## src/rtl/core/ssng_pkg.sv

```systemverilog
// shared types and constants of the step sequencer note generator
package ssng_pkg;

    // configuration port
    localparam int CFG_IDX_W  = 3;
    localparam int CFG_DATA_W = 16;

    localparam logic [CFG_IDX_W-1:0] REG_PATTERN_MASK = 3'd0;
    localparam logic [CFG_IDX_W-1:0] REG_NOTE_PITCH   = 3'd1;
    localparam logic [CFG_IDX_W-1:0] REG_GATE_LEN     = 3'd2;
    localparam logic [CFG_IDX_W-1:0] REG_STEP_COUNT   = 3'd3;
    localparam logic [CFG_IDX_W-1:0] REG_MAX_NOTES    = 3'd4;

    // result status codes
    localparam logic [1:0] STATUS_NOTE   = 2'd0;
    localparam logic [1:0] STATUS_EMPTY  = 2'd1;
    localparam logic [1:0] STATUS_REJECT = 2'd2;

    // fixed limits
    localparam int MAX_STEPS_PER_ITEM = 16;
    localparam logic [4:0] PATTERN_LEN = 5'd16;
    localparam logic [6:0] RESULT_CAP  = 7'd64;
    localparam logic [8:0] GATE_MIN    = 9'd13;
    localparam logic [8:0] GATE_MAX    = 9'd256;

    // reset values of the registers
    localparam logic [15:0] PATTERN_MASK_RST = 16'h1111;
    localparam logic [6:0]  NOTE_PITCH_RST   = 7'd60;
    localparam logic [8:0]  GATE_LEN_RST     = 9'd192;
    localparam logic [4:0]  STEP_COUNT_RST   = 5'd16;
    localparam logic [6:0]  MAX_NOTES_RST    = 7'd64;

    // sequencer states
    typedef enum logic [8:0] {
        S_IDLE   = 9'b000000001,
        S_PREP   = 9'b000000010,
        S_CHECK  = 9'b000000100,
        S_MOD    = 9'b000001000,
        S_OFF0   = 9'b000010000,
        S_STEP   = 9'b000100000,
        S_PAT    = 9'b001000000,
        S_OFF1   = 9'b010000000,
        S_FINISH = 9'b100000000
    } seq_state_t;

endpackage

```

## src/rtl/core/step_sequencer_note_gen_core.sv

```systemverilog
// step sequencer note generator: walks the steps of one beat range and emits note events
//
//  channel   | dir | ports                          | contents
//  ----------+-----+--------------------------------+------------------------------------
//  beats in  | in  | s_tvalid s_tready s_tdata      | beat_start, beat_end (signed)
//  events out| out | m_tvalid m_tready m_tdata      | event_pitch, is_note_on; tlast=last,
//            |     | m_tlast m_tuser                | tuser=status
//  config    | in  | cfg_wr_en cfg_index cfg_wdata  | register writes, no read-back
//
// KW = 35 - FRAC_BITS (19 at the default) is the width of a step number; a step already
// emitted by the previous range is skipped without a new event; the remainder of the first
// step by the step count is found one bit per cycle and the step walk shares one compare
// and add path
// a rejected or zero-note item skips the step walk and goes straight to its final result
// reset (aresetn low, synchronous) restores the register defaults and clears the note state
// a stalled result holds the walk only when a new event must be pushed; the next item is taken
// while the final result of the last one still waits in the output register
module step_sequencer_note_gen_core #(
    parameter int FRAC_BITS = 16
) (
    input  logic        aclk,
    input  logic        aresetn,

    input  logic        s_tvalid,
    output logic        s_tready,
    input  logic [63:0] s_tdata,   // [31:0] beat_start, [63:32] beat_end

    output logic        m_tvalid,
    input  logic        m_tready,
    output logic [7:0]  m_tdata,   // [6:0] event_pitch, [7] is_note_on
    output logic        m_tlast,
    output logic [1:0]  m_tuser,   // [1:0] status

    input  logic                           cfg_wr_en,
    input  logic [ssng_pkg::CFG_IDX_W-1:0] cfg_index,
    input  logic [ssng_pkg::CFG_DATA_W-1:0] cfg_wdata
);

    // step numbers: ceil(beat*4 / 2^FRAC_BITS) spans 35 - FRAC_BITS signed bits
    localparam int KW   = 35 - FRAC_BITS;
    localparam int CMPW = KW + FRAC_BITS;       // beat compare width
    localparam int XW   = CMPW - 32;
    localparam int BCW  = $clog2(KW);
    localparam int SHL  = (FRAC_BITS >= 10) ? FRAC_BITS - 10 : 0;
    localparam int SHR  = (FRAC_BITS < 10) ? 10 - FRAC_BITS : 0;
    localparam int VX   = KW + 9;
    localparam int VW   = VX + SHL;

    // configuration registers
    logic [15:0] pattern_mask_reg;
    logic [6:0]  note_pitch_reg;
    logic [8:0]  gate_len_reg;
    logic [4:0]  step_count_reg;
    logic [6:0]  max_notes_reg;

    // sequencer and item registers
    ssng_pkg::seq_state_t state_reg, state_next;
    logic signed [31:0]   bstart_reg, bstart_next;
    logic signed [31:0]   bend_reg, bend_next;
    logic signed [KW-1:0] k_reg, k_next;
    logic signed [KW-1:0] lastk_reg, lastk_next;
    logic [3:0]           idx_reg, idx_next;
    logic [BCW-1:0]       bit_cnt_reg, bit_cnt_next;
    logic [6:0]           ocount_reg, ocount_next;
    logic [1:0]           fin_status_reg, fin_status_next;

    // one event held back so the final one can carry last
    logic       pend_valid_reg, pend_valid_next;
    logic [6:0] pend_pitch_reg, pend_pitch_next;
    logic       pend_on_reg, pend_on_next;

    // note state kept across items
    logic                 sounding_reg, sounding_next;
    logic signed [31:0]   off_time_reg, off_time_next;
    logic [6:0]           sounding_pitch_reg, sounding_pitch_next;
    logic                 prev_valid_reg, prev_valid_next;
    logic signed [KW-1:0] prev_step_reg, prev_step_next;

    // output register
    logic       m_tvalid_reg, m_tvalid_next;
    logic [7:0] m_tdata_reg, m_tdata_next;
    logic       m_tlast_reg, m_tlast_next;
    logic [1:0] m_tuser_reg, m_tuser_next;

    // clamped configuration
    logic [4:0] steps_c;
    logic [8:0] gate_c;
    logic [6:0] cap_c;

    // datapath
    logic signed [CMPW-1:0] start_sum, end_sum, start_sh, end_sh;
    logic signed [KW-1:0]   first_k, end_k;
    logic signed [KW+1:0]   span;
    logic signed [CMPW-1:0] off_ext, bstart_ext, bend_ext, at_ext, limit_ext;
    logic                   off_due;
    logic [4:0]             rem_sh, rem_red, idx_inc;
    logic [3:0]             idx_adv;
    logic signed [KW-1:0]   k_inc;
    logic                   more_steps;
    logic [VX-1:0]          gate_sum;
    logic [VW-1:0]          off_wide;
    logic [31:0]            off_new;
    logic                   pat_bit;

    // event push
    logic       emit_req, emit_on, do_emit, stall, can_push;
    logic [6:0] emit_pitch;

    always_comb begin
        if (step_count_reg == 5'd0) begin
            steps_c = 5'd1;
        end else if (step_count_reg > ssng_pkg::PATTERN_LEN) begin
            steps_c = ssng_pkg::PATTERN_LEN;
        end else begin
            steps_c = step_count_reg;
        end
        if (gate_len_reg < ssng_pkg::GATE_MIN) begin
            gate_c = ssng_pkg::GATE_MIN;
        end else if (gate_len_reg > ssng_pkg::GATE_MAX) begin
            gate_c = ssng_pkg::GATE_MAX;
        end else begin
            gate_c = gate_len_reg;
        end
        cap_c = (max_notes_reg > ssng_pkg::RESULT_CAP) ? ssng_pkg::RESULT_CAP : max_notes_reg;
    end

    // ceil of beat*4 / 2^FRAC_BITS for both range ends
    always_comb begin
        start_sum = $signed({bstart_reg[31], bstart_reg, 2'b00})
                  + $signed({{KW{1'b0}}, {FRAC_BITS{1'b1}}});
        end_sum   = $signed({bend_reg[31], bend_reg, 2'b00})
                  + $signed({{KW{1'b0}}, {FRAC_BITS{1'b1}}});
        start_sh  = start_sum >>> FRAC_BITS;
        end_sh    = end_sum >>> FRAC_BITS;
        first_k   = start_sh[KW-1] ? '0 : start_sh[KW-1:0];
        end_k     = end_sh[KW-1:0] - KW'(1);
        span      = {{2{lastk_reg[KW-1]}}, lastk_reg} - {{2{k_reg[KW-1]}}, k_reg}
                  + (KW+2)'(1);
    end

    // gated note-off check against range end or current step time
    always_comb begin
        off_ext    = {{XW{off_time_reg[31]}}, off_time_reg};
        bstart_ext = {{XW{bstart_reg[31]}}, bstart_reg};
        bend_ext   = {{XW{bend_reg[31]}}, bend_reg};
        at_ext     = $signed({{FRAC_BITS{k_reg[KW-1]}}, k_reg}) <<< (FRAC_BITS - 2);
        limit_ext  = (state_reg == ssng_pkg::S_STEP) ? at_ext : bend_ext;
        off_due    = sounding_reg && (off_ext > bstart_ext) && (off_ext <= limit_ext);
    end

    // step index, remainder bit step and off time of a new note
    always_comb begin
        rem_sh     = {idx_reg, k_reg[bit_cnt_reg]};
        rem_red    = (rem_sh >= steps_c) ? rem_sh - steps_c : rem_sh;
        idx_inc    = {1'b0, idx_reg} + 5'd1;
        idx_adv    = (idx_inc == steps_c) ? 4'd0 : idx_inc[3:0];
        k_inc      = k_reg + KW'(1);
        more_steps = (k_inc <= lastk_reg);
        gate_sum   = VX'({k_reg[KW-2:0], 8'h00}) + VX'(gate_c);
        off_wide   = (VW'(gate_sum) << SHL) >> SHR;
        off_new    = (off_wide > VW'(32'h7fff_ffff)) ? 32'h7fff_ffff : off_wide[31:0];
        pat_bit    = pattern_mask_reg[idx_reg];
    end

    assign can_push = !m_tvalid_reg || m_tready;

    // which event the current state wants to push
    always_comb begin
        emit_req   = 1'b0;
        emit_on    = 1'b0;
        emit_pitch = sounding_pitch_reg;
        unique case (state_reg) inside
            ssng_pkg::S_OFF0, ssng_pkg::S_OFF1, ssng_pkg::S_STEP: begin
                emit_req = off_due && !(state_reg == ssng_pkg::S_STEP && prev_valid_reg
                                        && prev_step_reg == k_reg);
            end
            ssng_pkg::S_PAT: begin
                emit_req = pat_bit;
                if (!sounding_reg) begin
                    emit_on    = 1'b1;
                    emit_pitch = note_pitch_reg;
                end
            end
            default: begin
                emit_req = 1'b0;
            end
        endcase
        do_emit = emit_req && (ocount_reg < cap_c);
        // only a push into a busy output register holds the walk
        stall   = do_emit && pend_valid_reg && !can_push;
    end

    always_comb begin
        state_next          = state_reg;
        bstart_next         = bstart_reg;
        bend_next           = bend_reg;
        k_next              = k_reg;
        lastk_next          = lastk_reg;
        idx_next            = idx_reg;
        bit_cnt_next        = bit_cnt_reg;
        ocount_next         = ocount_reg;
        fin_status_next     = fin_status_reg;
        pend_valid_next     = pend_valid_reg;
        pend_pitch_next     = pend_pitch_reg;
        pend_on_next        = pend_on_reg;
        sounding_next       = sounding_reg;
        off_time_next       = off_time_reg;
        sounding_pitch_next = sounding_pitch_reg;
        prev_valid_next     = prev_valid_reg;
        prev_step_next      = prev_step_reg;
        m_tvalid_next       = m_tvalid_reg && !m_tready;
        m_tdata_next        = m_tdata_reg;
        m_tlast_next        = m_tlast_reg;
        m_tuser_next        = m_tuser_reg;

        // push: the held event goes out, the new one is held
        if (do_emit && !stall) begin
            if (pend_valid_reg) begin
                m_tvalid_next = 1'b1;
                m_tdata_next  = {pend_on_reg, pend_pitch_reg};
                m_tlast_next  = 1'b0;
                m_tuser_next  = ssng_pkg::STATUS_NOTE;
            end
            pend_valid_next = 1'b1;
            pend_pitch_next = emit_pitch;
            pend_on_next    = emit_on;
            ocount_next     = ocount_reg + 7'd1;
        end

        unique case (state_reg)
            ssng_pkg::S_IDLE: begin
                if (s_tvalid) begin
                    bstart_next     = s_tdata[31:0];
                    bend_next       = s_tdata[63:32];
                    ocount_next     = '0;
                    pend_valid_next = 1'b0;
                    fin_status_next = ssng_pkg::STATUS_EMPTY;
                    state_next      = ssng_pkg::S_PREP;
                end
            end
            ssng_pkg::S_PREP: begin
                k_next     = first_k;
                lastk_next = end_k;
                state_next = ssng_pkg::S_CHECK;
            end
            ssng_pkg::S_CHECK: begin
                idx_next     = '0;
                bit_cnt_next = BCW'(KW - 1);
                if (max_notes_reg == 7'd0) begin
                    state_next = ssng_pkg::S_FINISH;
                end else if (span > (KW+2)'(ssng_pkg::MAX_STEPS_PER_ITEM)) begin
                    fin_status_next = ssng_pkg::STATUS_REJECT;
                    state_next      = ssng_pkg::S_FINISH;
                end else begin
                    state_next = ssng_pkg::S_MOD;
                end
            end
            ssng_pkg::S_MOD: begin
                // restoring remainder of the first step by the step count, msb first
                idx_next     = rem_red[3:0];
                bit_cnt_next = bit_cnt_reg - BCW'(1);
                if (bit_cnt_reg == '0) begin
                    state_next = ssng_pkg::S_OFF0;
                end
            end
            ssng_pkg::S_OFF0: begin
                if (!stall) begin
                    if (off_due) begin
                        sounding_next = 1'b0;
                    end
                    state_next = (k_reg <= lastk_reg) ? ssng_pkg::S_STEP : ssng_pkg::S_OFF1;
                end
            end
            ssng_pkg::S_STEP: begin
                if (prev_valid_reg && prev_step_reg == k_reg) begin
                    // step already emitted by the previous range
                    k_next     = k_inc;
                    idx_next   = idx_adv;
                    state_next = more_steps ? ssng_pkg::S_STEP : ssng_pkg::S_OFF1;
                end else if (!stall) begin
                    prev_valid_next = 1'b1;
                    prev_step_next  = k_reg;
                    if (off_due) begin
                        sounding_next = 1'b0;
                    end
                    state_next = ssng_pkg::S_PAT;
                end
            end
            ssng_pkg::S_PAT: begin
                if (!stall) begin
                    if (pat_bit && sounding_reg) begin
                        // end the sounding note, start the new one when this state runs again
                        sounding_next = 1'b0;
                    end else begin
                        if (pat_bit) begin
                            sounding_next       = 1'b1;
                            sounding_pitch_next = note_pitch_reg;
                            off_time_next       = off_new;
                        end
                        k_next     = k_inc;
                        idx_next   = idx_adv;
                        state_next = more_steps ? ssng_pkg::S_STEP : ssng_pkg::S_OFF1;
                    end
                end
            end
            ssng_pkg::S_OFF1: begin
                if (!stall) begin
                    if (off_due) begin
                        sounding_next = 1'b0;
                    end
                    state_next = ssng_pkg::S_FINISH;
                end
            end
            ssng_pkg::S_FINISH: begin
                if (can_push) begin
                    m_tvalid_next = 1'b1;
                    m_tlast_next  = 1'b1;
                    if (pend_valid_reg) begin
                        m_tdata_next = {pend_on_reg, pend_pitch_reg};
                        m_tuser_next = ssng_pkg::STATUS_NOTE;
                    end else begin
                        m_tdata_next = '0;
                        m_tuser_next = fin_status_reg;
                    end
                    pend_valid_next = 1'b0;
                    state_next      = ssng_pkg::S_IDLE;
                end
            end
            default: begin
                state_next = ssng_pkg::S_IDLE;
            end
        endcase
    end

    always_ff @(posedge aclk) begin
        if (!aresetn) begin
            state_reg          <= ssng_pkg::S_IDLE;
            pend_valid_reg     <= 1'b0;
            sounding_reg       <= 1'b0;
            off_time_reg       <= '0;
            sounding_pitch_reg <= '0;
            prev_valid_reg     <= 1'b0;
            prev_step_reg      <= '0;
            m_tvalid_reg       <= 1'b0;
            ocount_reg         <= '0;
            fin_status_reg     <= ssng_pkg::STATUS_EMPTY;
        end else begin
            state_reg          <= state_next;
            pend_valid_reg     <= pend_valid_next;
            sounding_reg       <= sounding_next;
            off_time_reg       <= off_time_next;
            sounding_pitch_reg <= sounding_pitch_next;
            prev_valid_reg     <= prev_valid_next;
            prev_step_reg      <= prev_step_next;
            m_tvalid_reg       <= m_tvalid_next;
            ocount_reg         <= ocount_next;
            fin_status_reg     <= fin_status_next;
        end
    end

    // payload registers
    always_ff @(posedge aclk) begin
        bstart_reg     <= bstart_next;
        bend_reg       <= bend_next;
        k_reg          <= k_next;
        lastk_reg      <= lastk_next;
        idx_reg        <= idx_next;
        bit_cnt_reg    <= bit_cnt_next;
        pend_pitch_reg <= pend_pitch_next;
        pend_on_reg    <= pend_on_next;
        m_tdata_reg    <= m_tdata_next;
        m_tlast_reg    <= m_tlast_next;
        m_tuser_reg    <= m_tuser_next;
    end

    // configuration writes
    always_ff @(posedge aclk) begin
        if (!aresetn) begin
            pattern_mask_reg <= ssng_pkg::PATTERN_MASK_RST;
            note_pitch_reg   <= ssng_pkg::NOTE_PITCH_RST;
            gate_len_reg     <= ssng_pkg::GATE_LEN_RST;
            step_count_reg   <= ssng_pkg::STEP_COUNT_RST;
            max_notes_reg    <= ssng_pkg::MAX_NOTES_RST;
        end else if (cfg_wr_en) begin
            unique case (cfg_index)
                ssng_pkg::REG_PATTERN_MASK: pattern_mask_reg <= cfg_wdata[15:0];
                ssng_pkg::REG_NOTE_PITCH:   note_pitch_reg   <= cfg_wdata[6:0];
                ssng_pkg::REG_GATE_LEN:     gate_len_reg     <= cfg_wdata[8:0];
                ssng_pkg::REG_STEP_COUNT:   step_count_reg   <= cfg_wdata[4:0];
                ssng_pkg::REG_MAX_NOTES:    max_notes_reg    <= cfg_wdata[6:0];
                default: begin
                end
            endcase
        end
    end

    assign s_tready = (state_reg == ssng_pkg::S_IDLE);
    assign m_tvalid = m_tvalid_reg;
    assign m_tdata  = m_tdata_reg;
    assign m_tlast  = m_tlast_reg;
    assign m_tuser  = m_tuser_reg;

endmodule

```

## config.mk

```make
export PLATFORM = sky130hd
export DESIGN_NAME = step_sequencer_note_gen_core
export DESIGN_NICKNAME = d
export VERILOG_FILES = /design/src/rtl/core/ssng_pkg.sv /design/src/rtl/core/step_sequencer_note_gen_core.sv
export SDC_FILE = /design/constraint.sdc
export NUM_CORES = 1
export LEC_CHECK = 0
export BUFFER_PORTS_ARGS = -buffer_cell sky130_fd_sc_hd__clkbuf_2
export CORE_MARGIN = 2
export CORE_UTILIZATION = 55
export CTS_CLUSTER_SIZE = 40
export DETAILED_ROUTE_END_ITERATION = 10
export PLACE_DENSITY = 0.73
export REMOVE_ABC_BUFFERS = 1
export SETUP_SLACK_MARGIN = 0.3
export SYNTH_ARGS = -nofsm -noshare
export SYNTH_HDL_FRONTEND = slang
export SYNTH_SLANG_ARGS = --single-unit
```

## constraint.sdc

```tcl
create_clock -name aclk -period 4.8 [get_ports aclk]
set_clock_uncertainty 0.15 [all_clocks]
set_input_delay 0.96 -clock aclk [delete_from_list [all_inputs] [get_ports aclk]]
set_output_delay 0.96 -clock aclk [all_outputs]
set_load 0.01 [all_outputs]
```

==> impl_results.md <==
- Status: finished clean
- Crit path time final: approximately 4.3 ns
- FFs w/ async S/R, synth: 0%
- Worst-Skew Late Latency: about 0.56 ns
- Startpoint Class: flip-flop
- Crit path cell chain: nor4_4 > nand4_1 > buf_12 > nor2_1 > a21oi_1 > ha_1 > a21o_1 > a21o_1 > a21oi_1 > o21ai_0 > a211oi_1 > o21ai_2 > a21oi_4 > a31o_2 > and3_1
- Total leakage power: slightly below 8 nW
- PwrDens: ~370 nW/um^2
- Net Sw Power: between 2 and 2.5 mW
- Largest net degree at the start of global routing: 103
- Crit. End Element: flip-flop
- Fmax: 232 MHz
- Post-synth EDFFs: approximately 120
- H-tree depth: 1
- WHS: between 0.3 and 0.4 ns
- Port bufs: 100
- Crit path arrival time: 4.38 ns
- Clock power frac: roughly 33%
- Flop pwr share: between 40% and 50%
- Post-DP HPWL: approximately 32000 um
- CTS Root Cell: clkbuf_16
- Reg clk slew, reported paths: about 0.060 ns
- Yosys reg bits: about 250
- Drt drc: 0
- CP required: 4.87 ns
- Crit path kind: reg2reg
- Post-Syn Area: about 16000 um^2
- Vias in the first global route: about 12000
- DRT iter0 DRCs: approximately 1200
- TritonRoute pass-1 iters: 6
- Final nets: 2014
- Setup TNS: 0 ns
- Cts hold-fix bufs: 0
- TritonCTS Buffers: 29
- Final setup viols: 0
- Initial antenna violation count: 0
- Final Hold Viols: 0
- Gate power share: approximately 26%
- Post-Syn Instances: 1664
- DRT Wirelength: 41500 um
- Maxcap violations: 0
- Worst vdd rail ir drop: 0.000293 V
- Min-delay worst type: reg2reg
- Tcrit/Tclk final: 89.7%
- Gp weighted congestion: 1.02
- Max Buffers Root-to-Sink: 3
- Layout area overhead: 12.6%
- CTS tree: built
- Avg Vias per Cell: 6.01
- Total GRT Usage: between 20% and 30%
- Dominant synthesized flop cell: dfxtp_1
- Die width: around 170 um
- Power Internal: 4.43 mW
- Final ANT Viol Nets: 0
- Die area: around 30000 um^2
- Seq/Total Area, Yosys: between 30% and 40%
- R2R setup slack: between 0.4 and 0.5 ns
- Worst-path maximum fanout: between 50 and 60
- Clk sink count: between 200 and 250
- Slew Limit Fails: 0
- Total grt overflow: 0
- Synth unique cells: slightly above 80
- Slew @ Worst Pin: around 1.2 ns
- Per-cell routed wire length: roughly 19 um
- Vias: around 13000
- N_diodes: 0
- Share of post-route cells with drive strength above 1: 13.1%
- Worst rel slew slack: roughly a fifth
- Top delay family on crit path: compound AO/OA/AOI/OAI gates
- Starting Density: between 50% and 60%
- Layout Utilization: between 60% and 70%
- Rows: 62
- Critical Path Max Stage Delay: roughly 0.4 ns
- Synth Area per Inst: 9.49 um^2
- Yosys Warn Count: 0
- Wire length of the first global-routing pass: ~66000 um
- Core box area: 28500 um^2
- Final worst setup slack: approximately 0.49 ns
- RSZ-0062 raised after global routing: no
- Worst Path Buf+Inv: 1
- Die H: ~170 um
- Slowest-stage cell, CP: and3_1
- Switching portion of total power: 32.7%
- Num ports: 101
- Pre-CTS setup slack: 0.425 ns
## synth_stat cells (28+ instances only)
cell type  number  share of area (%)
nand2_1       205                4.9
ha_1          157                 12
dfxtp_1       130                 16
edfxtp_1      119                 23
nor2_1        102                2.4
inv_1         100                2.4
xnor2_1        78                4.3
a21oi_1        64                2.0
nand3_1        64                2.0
clkbuf_1       49                1.2
nor2b_1        49                1.9
o21ai_0        48                1.5
a21o_1         43                2.0
mux2i_1        40                2.5
nand4_1        40                1.6
a21boi_0       32                1.5
xor2_1         28                1.6
## metrics by stage
| step | cells | instance area [um^2] | total power, mW |
|---|---|---|---|
| 5_1_grt | 2174 | 17800 | 6.90 |
| 4_1_cts | 2173 | 17700 | 6.57 |
| 6_report | 2174 | 17800 | 6.59 |
| 3_5_place_dp | 2119 | 16800 | 4.38 |
| 2_1_floorplan | 1602 | 15500 | 3.81 |
| 3_3_place_gp | 2119 | 16800 | 4.32 |
## power by group through the flow
stage          registers (mW)  logic [mW]  clock network, mW
2_1_floorplan            2.68        1.13                  0
6_report                 2.69        1.70               2.20
3_3_place_gp             2.72        1.60                  0
3_5_place_dp             2.73        1.65                  0
4_1_cts                  2.68        1.66               2.23
5_1_grt                  2.71        1.88               2.31
## worst register-to-register path, stage by stage (launching register included)
cell and delay [ns]:
dfxtp_1 0.38, nor4_4 0.39, nand4_1 0.22, buf_12 0.25
nor2_1 0.13, a21oi_1 0.05, ha_1 0.31, a21o_1 0.19
a21o_1 0.17, a21oi_1 0.18, o21ai_0 0.17, a211oi_1 0.34
o21ai_2 0.14, a21oi_4 0.23, a31o_2 0.28, and3_1 0.39
## layout make-up
type                            count  area (um^2)
Clock buffer                       33          751
Tap cell                          384          480
Clock inverter                     21          195
Fill cell                        2377        10700
Multi-Input combinational cell   1251         9010
Sequential cell                   249         6180
Inverter                          102          383
Timing Repair Buffer              134          776
## path summary, 6_finish.rpt
check	start	depth (start not counted)	to
setup / recovery	state_reg[6]	15	pend_pitch_reg[4]
hold / removal	pend_pitch_reg[4]	1	m_tdata[4]
setup reg to reg	state_reg[6]	15	pend_pitch_reg[4]
hold reg to reg	pend_pitch_reg[4]	1	m_tdata[4]
## cell families after synthesis
family	share of synthesized area, %
XOR/XNOR	5.88
multiplexers	4.39
adder cells (fa/ha/maj)	12.7
buffers and inverters	4.05
AND/OR/NAND/NOR	19.0
flip-flops	39.1
AO/OA/AOI/OAI	14.9
## metal layers
layer | up-vias | wire length, um | track usage, % | part of all wire [%]
li1 | 6214 | - | - | -
met2 | 533 | 18700 | 43.3 | 45
met1 | 6212 | 18100 | 38.1 | 44
met5 | - | 0 | 0 | 0
met4 | 0 | 1530 | 9.99 | 3.7
met3 | 113 | 3160 | 3.95 | 7.6
## placed cells by master (no fill, tap or decap), drive strengths merged, types with 32 or more instances in the layout
| cell | n |
|---|---|
| nand2 | 205 |
| ha | 157 |
| clkbuf | 133 |
| dfxtp | 130 |
| edfxtp | 119 |
| nor2 | 103 |
| inv | 102 |
| xnor2 | 78 |
| a21oi | 67 |
| nand3 | 64 |
| o21ai | 54 |
| nor2b | 49 |
| a21o | 43 |
| nand4 | 40 |
| mux2i | 40 |
| buf | 34 |
| a21boi | 32 |
## timing repair
| action | CTS | global route |
|---|---|---|
| setup buffers | 0 | 1 |
| endpoints found under the setup margin | 0 | 51 |
| resized for setup | 0 | 6 |
Note: power is estimated with default switching activity, not from simulation.
